### config.mk
export PLATFORM = sky130hd
export DESIGN_NAME = sparse_triplet_matrix_add_flat
export DESIGN_NICKNAME = d
export VERILOG_FILES = /design/src/sv/stma_pkg.sv /design/src/sv/stma_ifs.sv /design/src/sv/stma_list.sv /design/src/sv/sparse_triplet_matrix_add.sv /design/src/flat_wrapper.sv
export SDC_FILE = /design/constraint.sdc
export NUM_CORES = 2
export LEC_CHECK = 0
export ABC_AREA = 1
export BUFFER_PORTS_ARGS = -buffer_cell sky130_fd_sc_hd__buf_2
export CORE_ASPECT_RATIO = 0.75
export CORE_MARGIN = 5
export CORE_UTILIZATION = 45
export DETAILED_ROUTE_END_ITERATION = 7
export GPL_ROUTABILITY_DRIVEN = 0
export PLACE_DENSITY = 0.67
export SLEW_MARGIN = 5
export SYNTH_ARGS = -nofsm -noshare
export SYNTH_HDL_FRONTEND = slang
export SYNTH_SLANG_ARGS = --single-unit
### constraint.sdc
create_clock -name clk -period 4.7 [get_ports clk]
set_clock_uncertainty 0.1 [all_clocks]
set_input_delay 0.235 -clock clk [delete_from_list [all_inputs] [get_ports clk]]
set_output_delay 0.235 -clock clk [all_outputs]
set_load 0.1 [all_outputs]
### src/sv/stma_pkg.sv
// Shared types and codes for the sparse triplet matrix adder.
// No dependencies; imported by the interfaces and all modules.
package stma_pkg;

  localparam int RowW    = 7;
  localparam int ColW    = 7;
  localparam int ValW    = 32;
  localparam int OpW     = 2;
  localparam int StatW   = 2;
  localparam int DimW    = 8;
  localparam int CfgIdxW = 2;

  localparam int MaxResults = 64;
  localparam int ResCntW    = $clog2(MaxResults + 1);

  localparam logic [OpW-1:0] OP_LOAD_A = 2'd0;
  localparam logic [OpW-1:0] OP_LOAD_B = 2'd1;
  localparam logic [OpW-1:0] OP_RUN    = 2'd2;

  localparam logic [StatW-1:0] ST_ENTRY    = 2'd0;
  localparam logic [StatW-1:0] ST_EMPTY    = 2'd1;
  localparam logic [StatW-1:0] ST_MISMATCH = 2'd2;

  localparam logic [CfgIdxW-1:0] REG_FIRST_ROWS  = 2'd0;
  localparam logic [CfgIdxW-1:0] REG_FIRST_COLS  = 2'd1;
  localparam logic [CfgIdxW-1:0] REG_SECOND_ROWS = 2'd2;
  localparam logic [CfgIdxW-1:0] REG_SECOND_COLS = 2'd3;

  typedef struct packed {
    logic [RowW-1:0] row;
    logic [ColW-1:0] col;
    logic [ValW-1:0] val;
  } triplet_t;

  typedef struct packed {
    logic load;
    logic clear;
  } list_ctrl_t;

endpackage

### src/sv/stma_ifs.sv
// Valid/ready channel interfaces: configuration, command and result.
// Depends on stma_pkg.
interface stma_cfg_if import stma_pkg::*; ();
  logic               valid;
  logic               ready;
  logic [CfgIdxW-1:0] index;
  logic [DimW-1:0]    data;
  modport source (output valid, index, data, input ready);
  modport sink (input valid, index, data, output ready);
endinterface

interface stma_in_if import stma_pkg::*; ();
  logic                   valid;
  logic                   ready;
  logic [OpW-1:0]         op;
  logic [RowW-1:0]        row_index;
  logic [ColW-1:0]        col_index;
  logic signed [ValW-1:0] entry_value;
  modport source (output valid, op, row_index, col_index, entry_value, input ready);
  modport sink (input valid, op, row_index, col_index, entry_value, output ready);
endinterface

interface stma_out_if import stma_pkg::*; ();
  logic                   valid;
  logic                   ready;
  logic [RowW-1:0]        out_row;
  logic [ColW-1:0]        out_col;
  logic signed [ValW-1:0] out_value;
  logic [StatW-1:0]       status;
  logic                   last;
  modport source (output valid, out_row, out_col, out_value, status, last, input ready);
  modport sink (input valid, out_row, out_col, out_value, status, last, output ready);
endinterface

### src/sv/stma_list.sv
// Triplet list: memory with one write port, a registered read port and a fill count.
// Depends on stma_pkg.
module stma_list import stma_pkg::*; #(
  parameter int DEPTH = 32,
  parameter int AW    = 5,
  parameter int CW    = 6
) (
  input  logic          clk,
  input  logic          rst,
  input  list_ctrl_t    ctrl,
  input  triplet_t      wr_data,
  input  logic [AW-1:0] rd_addr,
  output triplet_t      rd_data,
  output logic [CW-1:0] count
);

  triplet_t mem [DEPTH];
  logic     has_room;

  assign has_room = count < CW'(DEPTH);

  always_ff @(posedge clk) begin
    if (ctrl.load && has_room) begin
      mem[count[AW-1:0]] <= wr_data;
    end
    rd_data <= mem[rd_addr];
  end

  always_ff @(posedge clk) begin
    if (rst) begin
      count <= '0;
    end else if (ctrl.clear) begin
      count <= '0;
    end else if (ctrl.load && has_room) begin
      count <= count + CW'(1);
    end
  end

endmodule

### src/sv/sparse_triplet_matrix_add.sv
// Sparse matrix adder: merges two row-major triplet lists into their sum.
// Load transactions are accepted back to back while idle. Each merge step of a run
// reads the list memories, then compares and adds in the shared unit; a final
// state then sends the last result. Steps stall while the result register is full.
// Reset clears sequencer, list counts and dimension registers; list memories
// are not cleared. Depends on stma_pkg, stma_ifs and stma_list.
module sparse_triplet_matrix_add import stma_pkg::*; #(
  parameter int MAX_NONZERO = 32
) (
  input logic      clk,
  input logic      rst,
  stma_cfg_if.sink cfg,
  stma_in_if.sink  cmd,
  stma_out_if.source res
);

  localparam int AW = (MAX_NONZERO > 1) ? $clog2(MAX_NONZERO) : 1;
  localparam int CW = $clog2(MAX_NONZERO + 1);

  localparam logic [1:0] S_IDLE  = 2'd0;
  localparam logic [1:0] S_FETCH = 2'd1;
  localparam logic [1:0] S_MERGE = 2'd2;
  localparam logic [1:0] S_FINAL = 2'd3;

  logic [1:0]         state;
  logic [DimW-1:0]    first_rows, first_cols, second_rows, second_cols;
  logic [CW-1:0]      i, j, cnt_a, cnt_b;
  logic [ResCntW-1:0] n;
  logic               mism_run;
  logic               hold_valid;
  triplet_t           hold;
  logic               ov;
  triplet_t           o_trip;
  logic [StatW-1:0]   o_status;
  logic               o_last;

  list_ctrl_t a_ctrl, b_ctrl;
  triplet_t   wr_trip, rd_a, rd_b, cand;
  logic       cmd_acc, a_has, b_has, a_lt, keq, take_a, take_b, take_eq;
  logic       cand_ok, out_free, step_go, fin_go, mism, ov_set;
  logic [ValW-1:0] sum;

  assign cmd.ready = (state == S_IDLE);
  assign cfg.ready = 1'b1;
  assign cmd_acc   = cmd.valid && cmd.ready;

  assign wr_trip = '{row: cmd.row_index, col: cmd.col_index, val: cmd.entry_value};

  assign a_ctrl.load  = cmd_acc && (cmd.op == OP_LOAD_A);
  assign b_ctrl.load  = cmd_acc && (cmd.op == OP_LOAD_B);
  assign a_ctrl.clear = fin_go;
  assign b_ctrl.clear = fin_go;

  stma_list #(.DEPTH(MAX_NONZERO), .AW(AW), .CW(CW)) u_list_a (
    .clk(clk), .rst(rst), .ctrl(a_ctrl), .wr_data(wr_trip),
    .rd_addr(i[AW-1:0]), .rd_data(rd_a), .count(cnt_a)
  );

  stma_list #(.DEPTH(MAX_NONZERO), .AW(AW), .CW(CW)) u_list_b (
    .clk(clk), .rst(rst), .ctrl(b_ctrl), .wr_data(wr_trip),
    .rd_addr(j[AW-1:0]), .rd_data(rd_b), .count(cnt_b)
  );

  // shared compare/add unit
  always_comb begin
    mism    = (first_rows != second_rows) || (first_cols != second_cols);
    a_has   = i < cnt_a;
    b_has   = j < cnt_b;
    a_lt    = {rd_a.row, rd_a.col} < {rd_b.row, rd_b.col};
    keq     = {rd_a.row, rd_a.col} == {rd_b.row, rd_b.col};
    sum     = rd_a.val + rd_b.val;
    take_eq = a_has && b_has && keq;
    take_a  = a_has && !take_eq && (!b_has || a_lt);
    take_b  = b_has && !take_eq && !take_a;
    if (take_eq) begin
      cand = '{row: rd_a.row, col: rd_a.col, val: sum};
    end else if (take_a) begin
      cand = rd_a;
    end else begin
      cand = rd_b;
    end
    cand_ok  = !(take_eq && (sum == '0)) && (n < ResCntW'(MaxResults));
    out_free = !ov || res.ready;
    step_go  = (state == S_MERGE) && !(cand_ok && hold_valid && !out_free);
    fin_go   = (state == S_FINAL) && out_free;
    ov_set   = (step_go && cand_ok && hold_valid) || fin_go;
  end

  always_ff @(posedge clk) begin
    if (rst) begin
      state       <= S_IDLE;
      ov          <= 1'b0;
      hold_valid  <= 1'b0;
      mism_run    <= 1'b0;
      i           <= '0;
      j           <= '0;
      n           <= '0;
      first_rows  <= '0;
      first_cols  <= '0;
      second_rows <= '0;
      second_cols <= '0;
    end else begin
      if (cfg.valid && cfg.ready) begin
        case (cfg.index)
          REG_FIRST_ROWS:  first_rows  <= cfg.data;
          REG_FIRST_COLS:  first_cols  <= cfg.data;
          REG_SECOND_ROWS: second_rows <= cfg.data;
          REG_SECOND_COLS: second_cols <= cfg.data;
          default: ;
        endcase
      end
      if (ov && res.ready && !ov_set) begin
        ov <= 1'b0;
      end
      case (state)
        S_IDLE: begin
          if (cmd_acc && (cmd.op == OP_RUN)) begin
            i          <= '0;
            j          <= '0;
            n          <= '0;
            hold_valid <= 1'b0;
            mism_run   <= mism;
            state      <= mism ? S_FINAL : S_FETCH;
          end
        end
        S_FETCH: begin
          state <= (a_has || b_has) ? S_MERGE : S_FINAL;
        end
        S_MERGE: begin
          if (step_go) begin
            if (take_a || take_eq) begin
              i <= i + CW'(1);
            end
            if (take_b || take_eq) begin
              j <= j + CW'(1);
            end
            if (cand_ok) begin
              if (hold_valid) begin
                ov       <= 1'b1;
                o_trip   <= hold;
                o_status <= ST_ENTRY;
                o_last   <= 1'b0;
              end
              hold       <= cand;
              hold_valid <= 1'b1;
              n          <= n + ResCntW'(1);
            end
            state <= S_FETCH;
          end
        end
        S_FINAL: begin
          if (out_free) begin
            ov     <= 1'b1;
            o_last <= 1'b1;
            if (mism_run) begin
              o_trip   <= '0;
              o_status <= ST_MISMATCH;
            end else if (hold_valid) begin
              o_trip   <= hold;
              o_status <= ST_ENTRY;
            end else begin
              o_trip   <= '0;
              o_status <= ST_EMPTY;
            end
            hold_valid <= 1'b0;
            state      <= S_IDLE;
          end
        end
        default: state <= S_IDLE;
      endcase
    end
  end

  assign res.valid     = ov;
  assign res.out_row   = o_trip.row;
  assign res.out_col   = o_trip.col;
  assign res.out_value = o_trip.val;
  assign res.status    = o_status;
  assign res.last      = o_last;

  a_count_bound: assert property (@(posedge clk) disable iff (rst)
    (cnt_a <= CW'(MAX_NONZERO)) && (cnt_b <= CW'(MAX_NONZERO)))
    else $error("list count beyond capacity");

  a_status_last: assert property (@(posedge clk) disable iff (rst)
    (res.valid && (res.status != ST_ENTRY)) |-> res.last)
    else $error("status result not marked last");

  a_idle_no_hold: assert property (@(posedge clk) disable iff (rst)
    (state == S_IDLE) |-> !hold_valid)
    else $error("pending entry left after run");

  a_run_clears: assert property (@(posedge clk) disable iff (rst)
    fin_go |=> (cnt_a == '0) && (cnt_b == '0))
    else $error("lists not cleared after run");

endmodule

### src/flat_wrapper.sv
// flat-port wrapper written by rule: the top's interface ports become plain ports
module sparse_triplet_matrix_add_flat import stma_pkg::*;
#(
  parameter int MAX_NONZERO = 32
)
  (clk, rst, cfg_valid, cfg_index, cfg_data, cfg_ready, cmd_valid, cmd_op, cmd_row_index, cmd_col_index, cmd_entry_value, cmd_ready, res_valid, res_out_row, res_out_col, res_out_value, res_status, res_last, res_ready);
  stma_cfg_if cfg_i ();
  stma_in_if cmd_i ();
  stma_out_if res_i ();
  input logic clk;
  input logic rst;
  input wire logic [$bits(cfg_i.valid)-1:0] cfg_valid;
  input wire logic [$bits(cfg_i.index)-1:0] cfg_index;
  input wire logic [$bits(cfg_i.data)-1:0] cfg_data;
  output wire logic [$bits(cfg_i.ready)-1:0] cfg_ready;
  input wire logic [$bits(cmd_i.valid)-1:0] cmd_valid;
  input wire logic [$bits(cmd_i.op)-1:0] cmd_op;
  input wire logic [$bits(cmd_i.row_index)-1:0] cmd_row_index;
  input wire logic [$bits(cmd_i.col_index)-1:0] cmd_col_index;
  input wire logic [$bits(cmd_i.entry_value)-1:0] cmd_entry_value;
  output wire logic [$bits(cmd_i.ready)-1:0] cmd_ready;
  output wire logic [$bits(res_i.valid)-1:0] res_valid;
  output wire logic [$bits(res_i.out_row)-1:0] res_out_row;
  output wire logic [$bits(res_i.out_col)-1:0] res_out_col;
  output wire logic [$bits(res_i.out_value)-1:0] res_out_value;
  output wire logic [$bits(res_i.status)-1:0] res_status;
  output wire logic [$bits(res_i.last)-1:0] res_last;
  input wire logic [$bits(res_i.ready)-1:0] res_ready;
  assign cfg_i.valid = cfg_valid;
  assign cfg_i.index = cfg_index;
  assign cfg_i.data = cfg_data;
  assign cfg_ready = cfg_i.ready;
  assign cmd_i.valid = cmd_valid;
  assign cmd_i.op = cmd_op;
  assign cmd_i.row_index = cmd_row_index;
  assign cmd_i.col_index = cmd_col_index;
  assign cmd_i.entry_value = cmd_entry_value;
  assign cmd_ready = cmd_i.ready;
  assign res_valid = res_i.valid;
  assign res_out_row = res_i.out_row;
  assign res_out_col = res_i.out_col;
  assign res_out_value = res_i.out_value;
  assign res_status = res_i.status;
  assign res_last = res_i.last;
  assign res_i.ready = res_ready;
  sparse_triplet_matrix_add #(.MAX_NONZERO(MAX_NONZERO)) u_core (.clk(clk), .rst(rst), .cfg(cfg_i), .cmd(cmd_i), .res(res_i));
endmodule
Yosys cells after proc, flatten, opt, wreduce, memory -nomap -nowiden. Memories as Yosys holds them, arrays and structs flattened. A register that Yosys moved wholly into a read port is not among the register bits. Cells that the tools add are included. W data, S select, Z words.

Word-level logic and storage cells: 164. Latch bits: 0. Memories: 2. Input port bits: 63. Bits in writable memories: 2944. Memory bits (read-only): 0. Bits in registers: 163.

Memories: u_core.u_list_a.mem (words 32, width 46, rd ports 1, clocked after memory_dff 1, wr ports 1, line stma_list.sv:17) `triplet_t mem [DEPTH];`; u_core.u_list_b.mem (words 32, width 46, rd ports 1, clocked after memory_dff 1, wr ports 1, line stma_list.sv:17).

Add/sub/neg operators: 6. Shift operators: 0. Reductions and logical operators: 57. Bitwise logic cells: 1. Multiply operators: 0. Div/mod/pow operators: 0. Equality and inequality tests: 18. Magnitude comparators: 6. Muxes and demuxes: 53.

Operator list (number): $mux W46 (8); $pmux W46 S2 (1); $add A32 B32 Y32 (1); $logic_not A32 Y1 (1); $mux W6 (5); $add A6 B1 Y6 const B (4); $pmux W6 S2 (2); $logic_and A1 B1 Y1 (22); $mux W7 (3); $mux W1 (19); $mux W2 (9); $ne A8 B8 Y1 (2); $reduce_and A4 Y1 (4); $eq A14 B14 Y1 (1); $lt A14 B14 Y1 (1); $pmux W7 S2 (1); $lt A6 B6 Y1 (2); $lt A6 B6 Y1 const B (2); $eq A2 B2 Y1 const B (5); $reduce_and A2 Y1 (5); $logic_not A1 Y1 (8); $ne A2 B1 Y1 const B (4); $pmux W2 S4 (1); $add A7 B1 Y7 const B (1); other kinds (15) (29).

Depth between registers and ports, before layout.
Depth after elaboration: 20. Depth in mapped cells: 22. Depth with buffers taken out: 22.

Modules after synthesis. Synthesis repeated with hierarchy kept, for this count alone.

Cells, all modules: 11569. Area total of the unflattened synthesis: 130966.9 um2.

Modules (own cells, without submodules): stma_list at u_core.u_list_b (area each 60530.6 um2, sequential area each 45243.4 um2, cells an instance 5098, times used 1); stma_list at u_core.u_list_a (area each 60529.3 um2, sequential area each 45243.4 um2, cells an instance 5098, times used 1); sparse_triplet_matrix_add (area each 9907.0 um2, sequential area each 3973.8 um2, cells an instance 1373, times used 1).

Worst setup path before layout. Ideal clock, no wire load.

Kind: register -> register. Start point: register u_core.state[0]. End point: memory u_core.u_list_a.mem[31][0] (netlist name), enable pin. Data required time: 4.149 ns. Setup slack: -0.695 ns. Arrival: 4.844 ns. Period minus slack after synthesis: 5.395 ns. Stages on the path, launching flop included: 9. Cell sequence: dfxtp_1 -> buf_4 -> nor2_1 -> nand2_1 -> nor4_4 -> nand2_2 -> nor2_1 -> inv_1 -> nor2_1.

Cells in the longest elaborated chain, start to end: 6.

Ends and longest elaborated chain: start, declared (line sparse_triplet_matrix_add.sv:25) `logic [1:0] state;`; start signal, assigned (line sparse_triplet_matrix_add.sv:123) `state <= mism ? S_FINAL : S_FETCH;`; start signal, assigned (line sparse_triplet_matrix_add.sv:127) `state <= (a_has || b_has) ? S_MERGE : S_FINAL;`; $logic_not A2 Y1 (line sparse_triplet_matrix_add.sv:43) `assign cmd.ready = (state == S_IDLE);`; via cmd_ready (line flat_wrapper.sv:21) `output wire logic [$bits(cmd_i.ready)-1:0] cmd_ready;`; $logic_and A1 B1 Y1 (line sparse_triplet_matrix_add.sv:45) `assign cmd_acc = cmd.valid && cmd.ready;`; $logic_and A1 B1 Y1 (line sparse_triplet_matrix_add.sv:49) `assign a_ctrl.load = cmd_acc && (cmd.op == OP_LOAD_A);`; $logic_and A1 B1 Y1 (line stma_list.sv:23) `if (ctrl.load && has_room) begin`; $mux W1 (line stma_list.sv:23); $mux W1 (implied by the code) (line stma_list.sv:24) `mem[count[AW-1:0]] <= wr_data;`; end, declared (line stma_list.sv:17).

The timed path passes the listed nets, and every way through them passes these cells.

Worst setup path in the final report.
Start point: register u_core.u_list_a.rd_data[0] (netlist name). End point: register u_core.hold[12] (netlist name), enable pin.

Cells in the longest elaborated chain, start to end: 10.

Ends and longest elaborated chain: $add A32 B32 Y32 (*) (line sparse_triplet_matrix_add.sv:71) `sum = rd_a.val + rd_b.val;`; $logic_not A32 Y1 (*) (line sparse_triplet_matrix_add.sv:82) `cand_ok = !(take_eq && (sum == '0)) && (n < ResCntW'(MaxResults));`; $logic_and A1 B1 Y1 (*) (line sparse_triplet_matrix_add.sv:82); $logic_not A1 Y1 (*) (line sparse_triplet_matrix_add.sv:82); $logic_and A1 B1 Y1 (*) (line sparse_triplet_matrix_add.sv:82); $logic_and A1 B1 Y1 (2 in a row) (line sparse_triplet_matrix_add.sv:84) `step_go = (state == S_MERGE) && !(cand_ok && hold_valid && !out_free);`; $logic_not A1 Y1 (line sparse_triplet_matrix_add.sv:84); $logic_and A1 B1 Y1 (line sparse_triplet_matrix_add.sv:84); $reduce_and A4 Y1 (no line) (*); end signal, assigned (line sparse_triplet_matrix_add.sv:144) `hold <= cand;`; end, declared (line sparse_triplet_matrix_add.sv:31) `triplet_t hold;`.

Mark *: on every way between the ends. The rest lies on a longest branch, timed or not. A chain may end at the register's enable or synchronous reset.

==> results.cfg <==
[sta]
worst_slew_pin_slew_ps = 1320
slew-limit-headroom_pct = 11.3
max_freq_ghz = 0.253
min_period_ps = 3950
final.setup.tns_ps = 0
layout_worst_path_cycle_share_pct = 84.0
final_hold_slack_ps = 29.5
setup_viol = 0
setup_repair_after_global_routing_missed_its_margin = false
timing.final.hold_violations = 0
timing.final.max_slew_violations = 0

[global_route]
antenna_violations_before_repair = 28
grt_usage_pct = 24.8
grt_max_degree = 214
grt.overflow.total = 0
grt_pass1_wl_microns = 536000
number_of_global_route_vias_before_repair = 78656

[drt]
detail_route.wirelength_microns = 371000
drtAntennaViolNets = 0
drt_first_iter_violations = 12557
detailedRoute.firstPassIterationCount = 8
wire_per_inst_microns = 26.8
detail_route.vias_per_cell = 6.08
num_vias = 84205
remaining_drc_errors = 2

[floorplanning]
std_cell_rows = 168
die_area_sq_um = 291000
die-height_microns = 468
io_pins = 115
design.core.area_sq_um = 279000
floorplan.initialDensity_pct = 45.1
die_w_microns = 621

[outcome]
run_status = finished, violations left
failing_checks = DRC

[logic_synthesis]
synth-warning-count = 0
post_syn_area_sq_um = 126000
ys_seq_elements = 3199
seq_area_frac_synth_pct = 75.0
synth.lib_cells_used.distinct = 44
gate_count_post_synth = 9770
synth.net_count = 9900
avgSynthCellArea_sq_um = 12.9

[cells_and_area]
layout-drive-gt1-share_pct = 8.82
layout-area-overhead-vs-synth_pct = 12.9
finish.utilization_pct = 51.0
nets = 9999
filler_cell_count = 23083
finish.instance_area_sq_um = 142000

[power]
leakagePower_uw = 0.0467
power_density_nw_per_um2 = 474
power.ir.vdd_worst_uv = 457
power_total_uw = 67400

[placed_design]
buffer_ports.inserted = 113
postPlaceCellArea_sq_um = 132000
dp.final_hpwl_microns = 208000

[critical_path]
critical_path.max_fanout = 46
timing.setup.critical_path_class = register to register
worst-endpoint-arrival_ps = 4330
critical_path.endpoint_type = register
cp.required_ps = 5080
setup.worst_path.start_class = register

[cts]
cts_inserted_buffers = 306
cts_resized = 0
clk_latency_ps = 900
cts_tree = done
clkSlewWorstSetupHoldPaths_ps = 60
cts.sinks = 3199
cts_h_tree_depth = 5
postCtsSetupRepairBufs = 0
clk_root_buffer_cell = clkbuf_16
clock_path_buffers = 4

[worst_hold_path]
worst_hold_path_type = input pin to register

[job]
max_cap_viol_count = 0
[cell usage after synthesis]
cell type | count | share of area [%]
or2_2 | 1 | 0.0050
buf_1 | 36 | 0.11
edfxtp_1 | 3039 | 72
and2_1 | 1 | 0.0050
nand3_1 | 262 | 1.0
fa_1 | 1 | 0.016
o21ai_1 | 3 | 0.012
xor2_1 | 25 | 0.17
o21ai_0 | 1630 | 6.5
clkbuf_1 | 590 | 1.8
buf_4 | 3 | 0.018
nand4_1 | 113 | 0.56
o21bai_1 | 3 | 0.018
nand3b_1 | 8 | 0.048
a221oi_1 | 2 | 0.014
a21oi_1 | 76 | 0.30
nor3_1 | 5 | 0.020
nand3_2 | 9 | 0.072
ha_1 | 66 | 0.66
o211ai_1 | 89 | 0.53
nor3b_1 | 3 | 0.018
a21oi_2 | 1 | 0.0070
o22ai_1 | 455 | 2.3
nand4_2 | 1 | 0.0099
nor4_4 | 2 | 0.034
buf_2 | 4 | 0.016
xnor2_1 | 9 | 0.063
clkinv_1 | 10 | 0.030
inv_2 | 2 | 0.0060
buf_6 | 3 | 0.027
a211oi_1 | 6 | 0.036
dfxtp_1 | 160 | 2.5
nand2_2 | 5 | 0.025
o2111ai_1 | 1 | 0.0070
nor4_1 | 4 | 0.020
conb_1 | 1 | 0.0030
nor2_2 | 6 | 0.030
a31oi_1 | 2 | 0.0099
nor2_1 | 1725 | 5.1
inv_1 | 342 | 1.0
a2111oi_0 | 2 | 0.014
o31ai_1 | 1 | 0.0060
nand2_1 | 771 | 2.3
o221ai_1 | 292 | 2.0
[report_power, final]
group / total [uW] / internal, uW / switching [uW]
clock network: 23700 / 13300 / 10400
registers: 32100 / 31700 / 389
logic: 11600 / 3120 / 8470
[cell type report]
type	instances	area (sq um)	area share, %
diodes	9	22.5	0.0158
clock buffers	387	8120	5.71
clock inverters	159	1310	0.919
inverters	354	1370	0.963
multi-input cells	5581	28200	19.8
flip-flops and latches	3199	94500	66.5
well taps	3740	4680	3.29
repair buffers	427	4020	2.82
[what timing repair did]
action	CTS	global route
hold endpoints to repair	1383	0
hold buffers	57	0
setup endpoints to repair	0	0
[cell families after synthesis]
kind of cell | synth area share [%]
buffers and inverters | 2.98
and+or+nand+nor | 9.33
DFF | 75.0
AOI/OAI and AO/OA | 11.7
adders and majority gates | 0.672
other | 0.00298
xor gates and xnor gates | 0.237
[cell usage in the layout (no fill, tap or decap), drive strengths merged, types with 8 or more instances in the layout]
cell,netlist,final
a21oi,77,77
inv,344,361
xor2,25,25
ha,66,66
xnor2,9,9
o211ai,89,89
edfxtp,3039,3039
nor2,1731,1731
buf,46,370
o221ai,292,292
clkinv,10,131
nand3,271,271
o22ai,455,455
dlygate4sd3,0,57
nand2,776,776
nand4,114,114
o21ai,1633,1633
dfxtp,160,160
diode,0,9
nand3b,8,8
bufinv,0,19
clkbuf,590,387
[through the flow]
| stage | worst slack [ps] | std cells |
|---|---|---|
| final | 752 | 13856 |
| after global routing | 408 | 13849 |
| after CTS | 778 | 13847 |
| after detailed placement | 789 | 13244 |
| after global placement | 743 | 13244 |
| after floorplan | -597 | 9770 |
[registers in the layout (all words and copies together), names as in the netlist, 8 cells and up]
| signal | cells |
|---|---|
| u_core.second_cols | 8 |
| u_core.first_cols | 8 |
| u_core.second_rows | 8 |
| u_core.first_rows | 8 |
| u_core.hold | 46 |
| u_core.u_list_a.mem | 1472 |
| u_core.u_list_a.rd_data | 46 |
| u_core.u_list_b.rd_data | 46 |
| u_core.u_list_b.mem | 1472 |
| u_core.res.out_value | 32 |
[routing by layer]
metal | vias to the layer above | global-route usage [%] | part of all wire, % | wire [microns]
li1 | 36329 | - | - | -
met1 | 41753 | 36.6 | 41 | 151000
met2 | 5349 | 35.9 | 43 | 160000
met3 | 760 | 5.13 | 12 | 43900
met4 | 14 | 10.2 | 4.4 | 16500
met5 | - | 0 | 0.025 | 93
[worst paths after layout]
| check | start | endpoint | slack [ps] | depth (start not counted) |
|---|---|---|---|---|
| setup / recovery | u_core.u_list_a.rd_data[0]$_DFF_P_ | u_core.hold[12]$_DFFE_PP_ | 750 | 19 |
| hold / removal | cmd_entry_value[19] | u_core.u_list_b.mem[19][19]$_DFFE_PP_ | 30 | 1 |
| setup reg to reg | u_core.u_list_a.rd_data[0]$_DFF_P_ | u_core.hold[12]$_DFFE_PP_ | 750 | 19 |
| hold reg to reg | u_core.second_rows[0]$_SDFFE_PP0P_ | u_core.second_rows[0]$_SDFFE_PP0P_ | 360 | 2 |
[critical path: stages (launching register included)]
cell and delay (ps):
dfxtp_1 310, ha_1 230, fa_1 440, nand3_1 120, nand3_2 120, nand2_1 80, nand2_1 110, nand2_1 100
nand2_1 100, nand2_1 110, nand3_1 90, nand2_1 110, nor2_1 60, nand2_1 50, nor2_1 50, nand2_2 130
nand4_2 230, inv_1 110, nand2_1 80, inv_2 770
No activity file was read; power rests on OpenSTA's default activity.
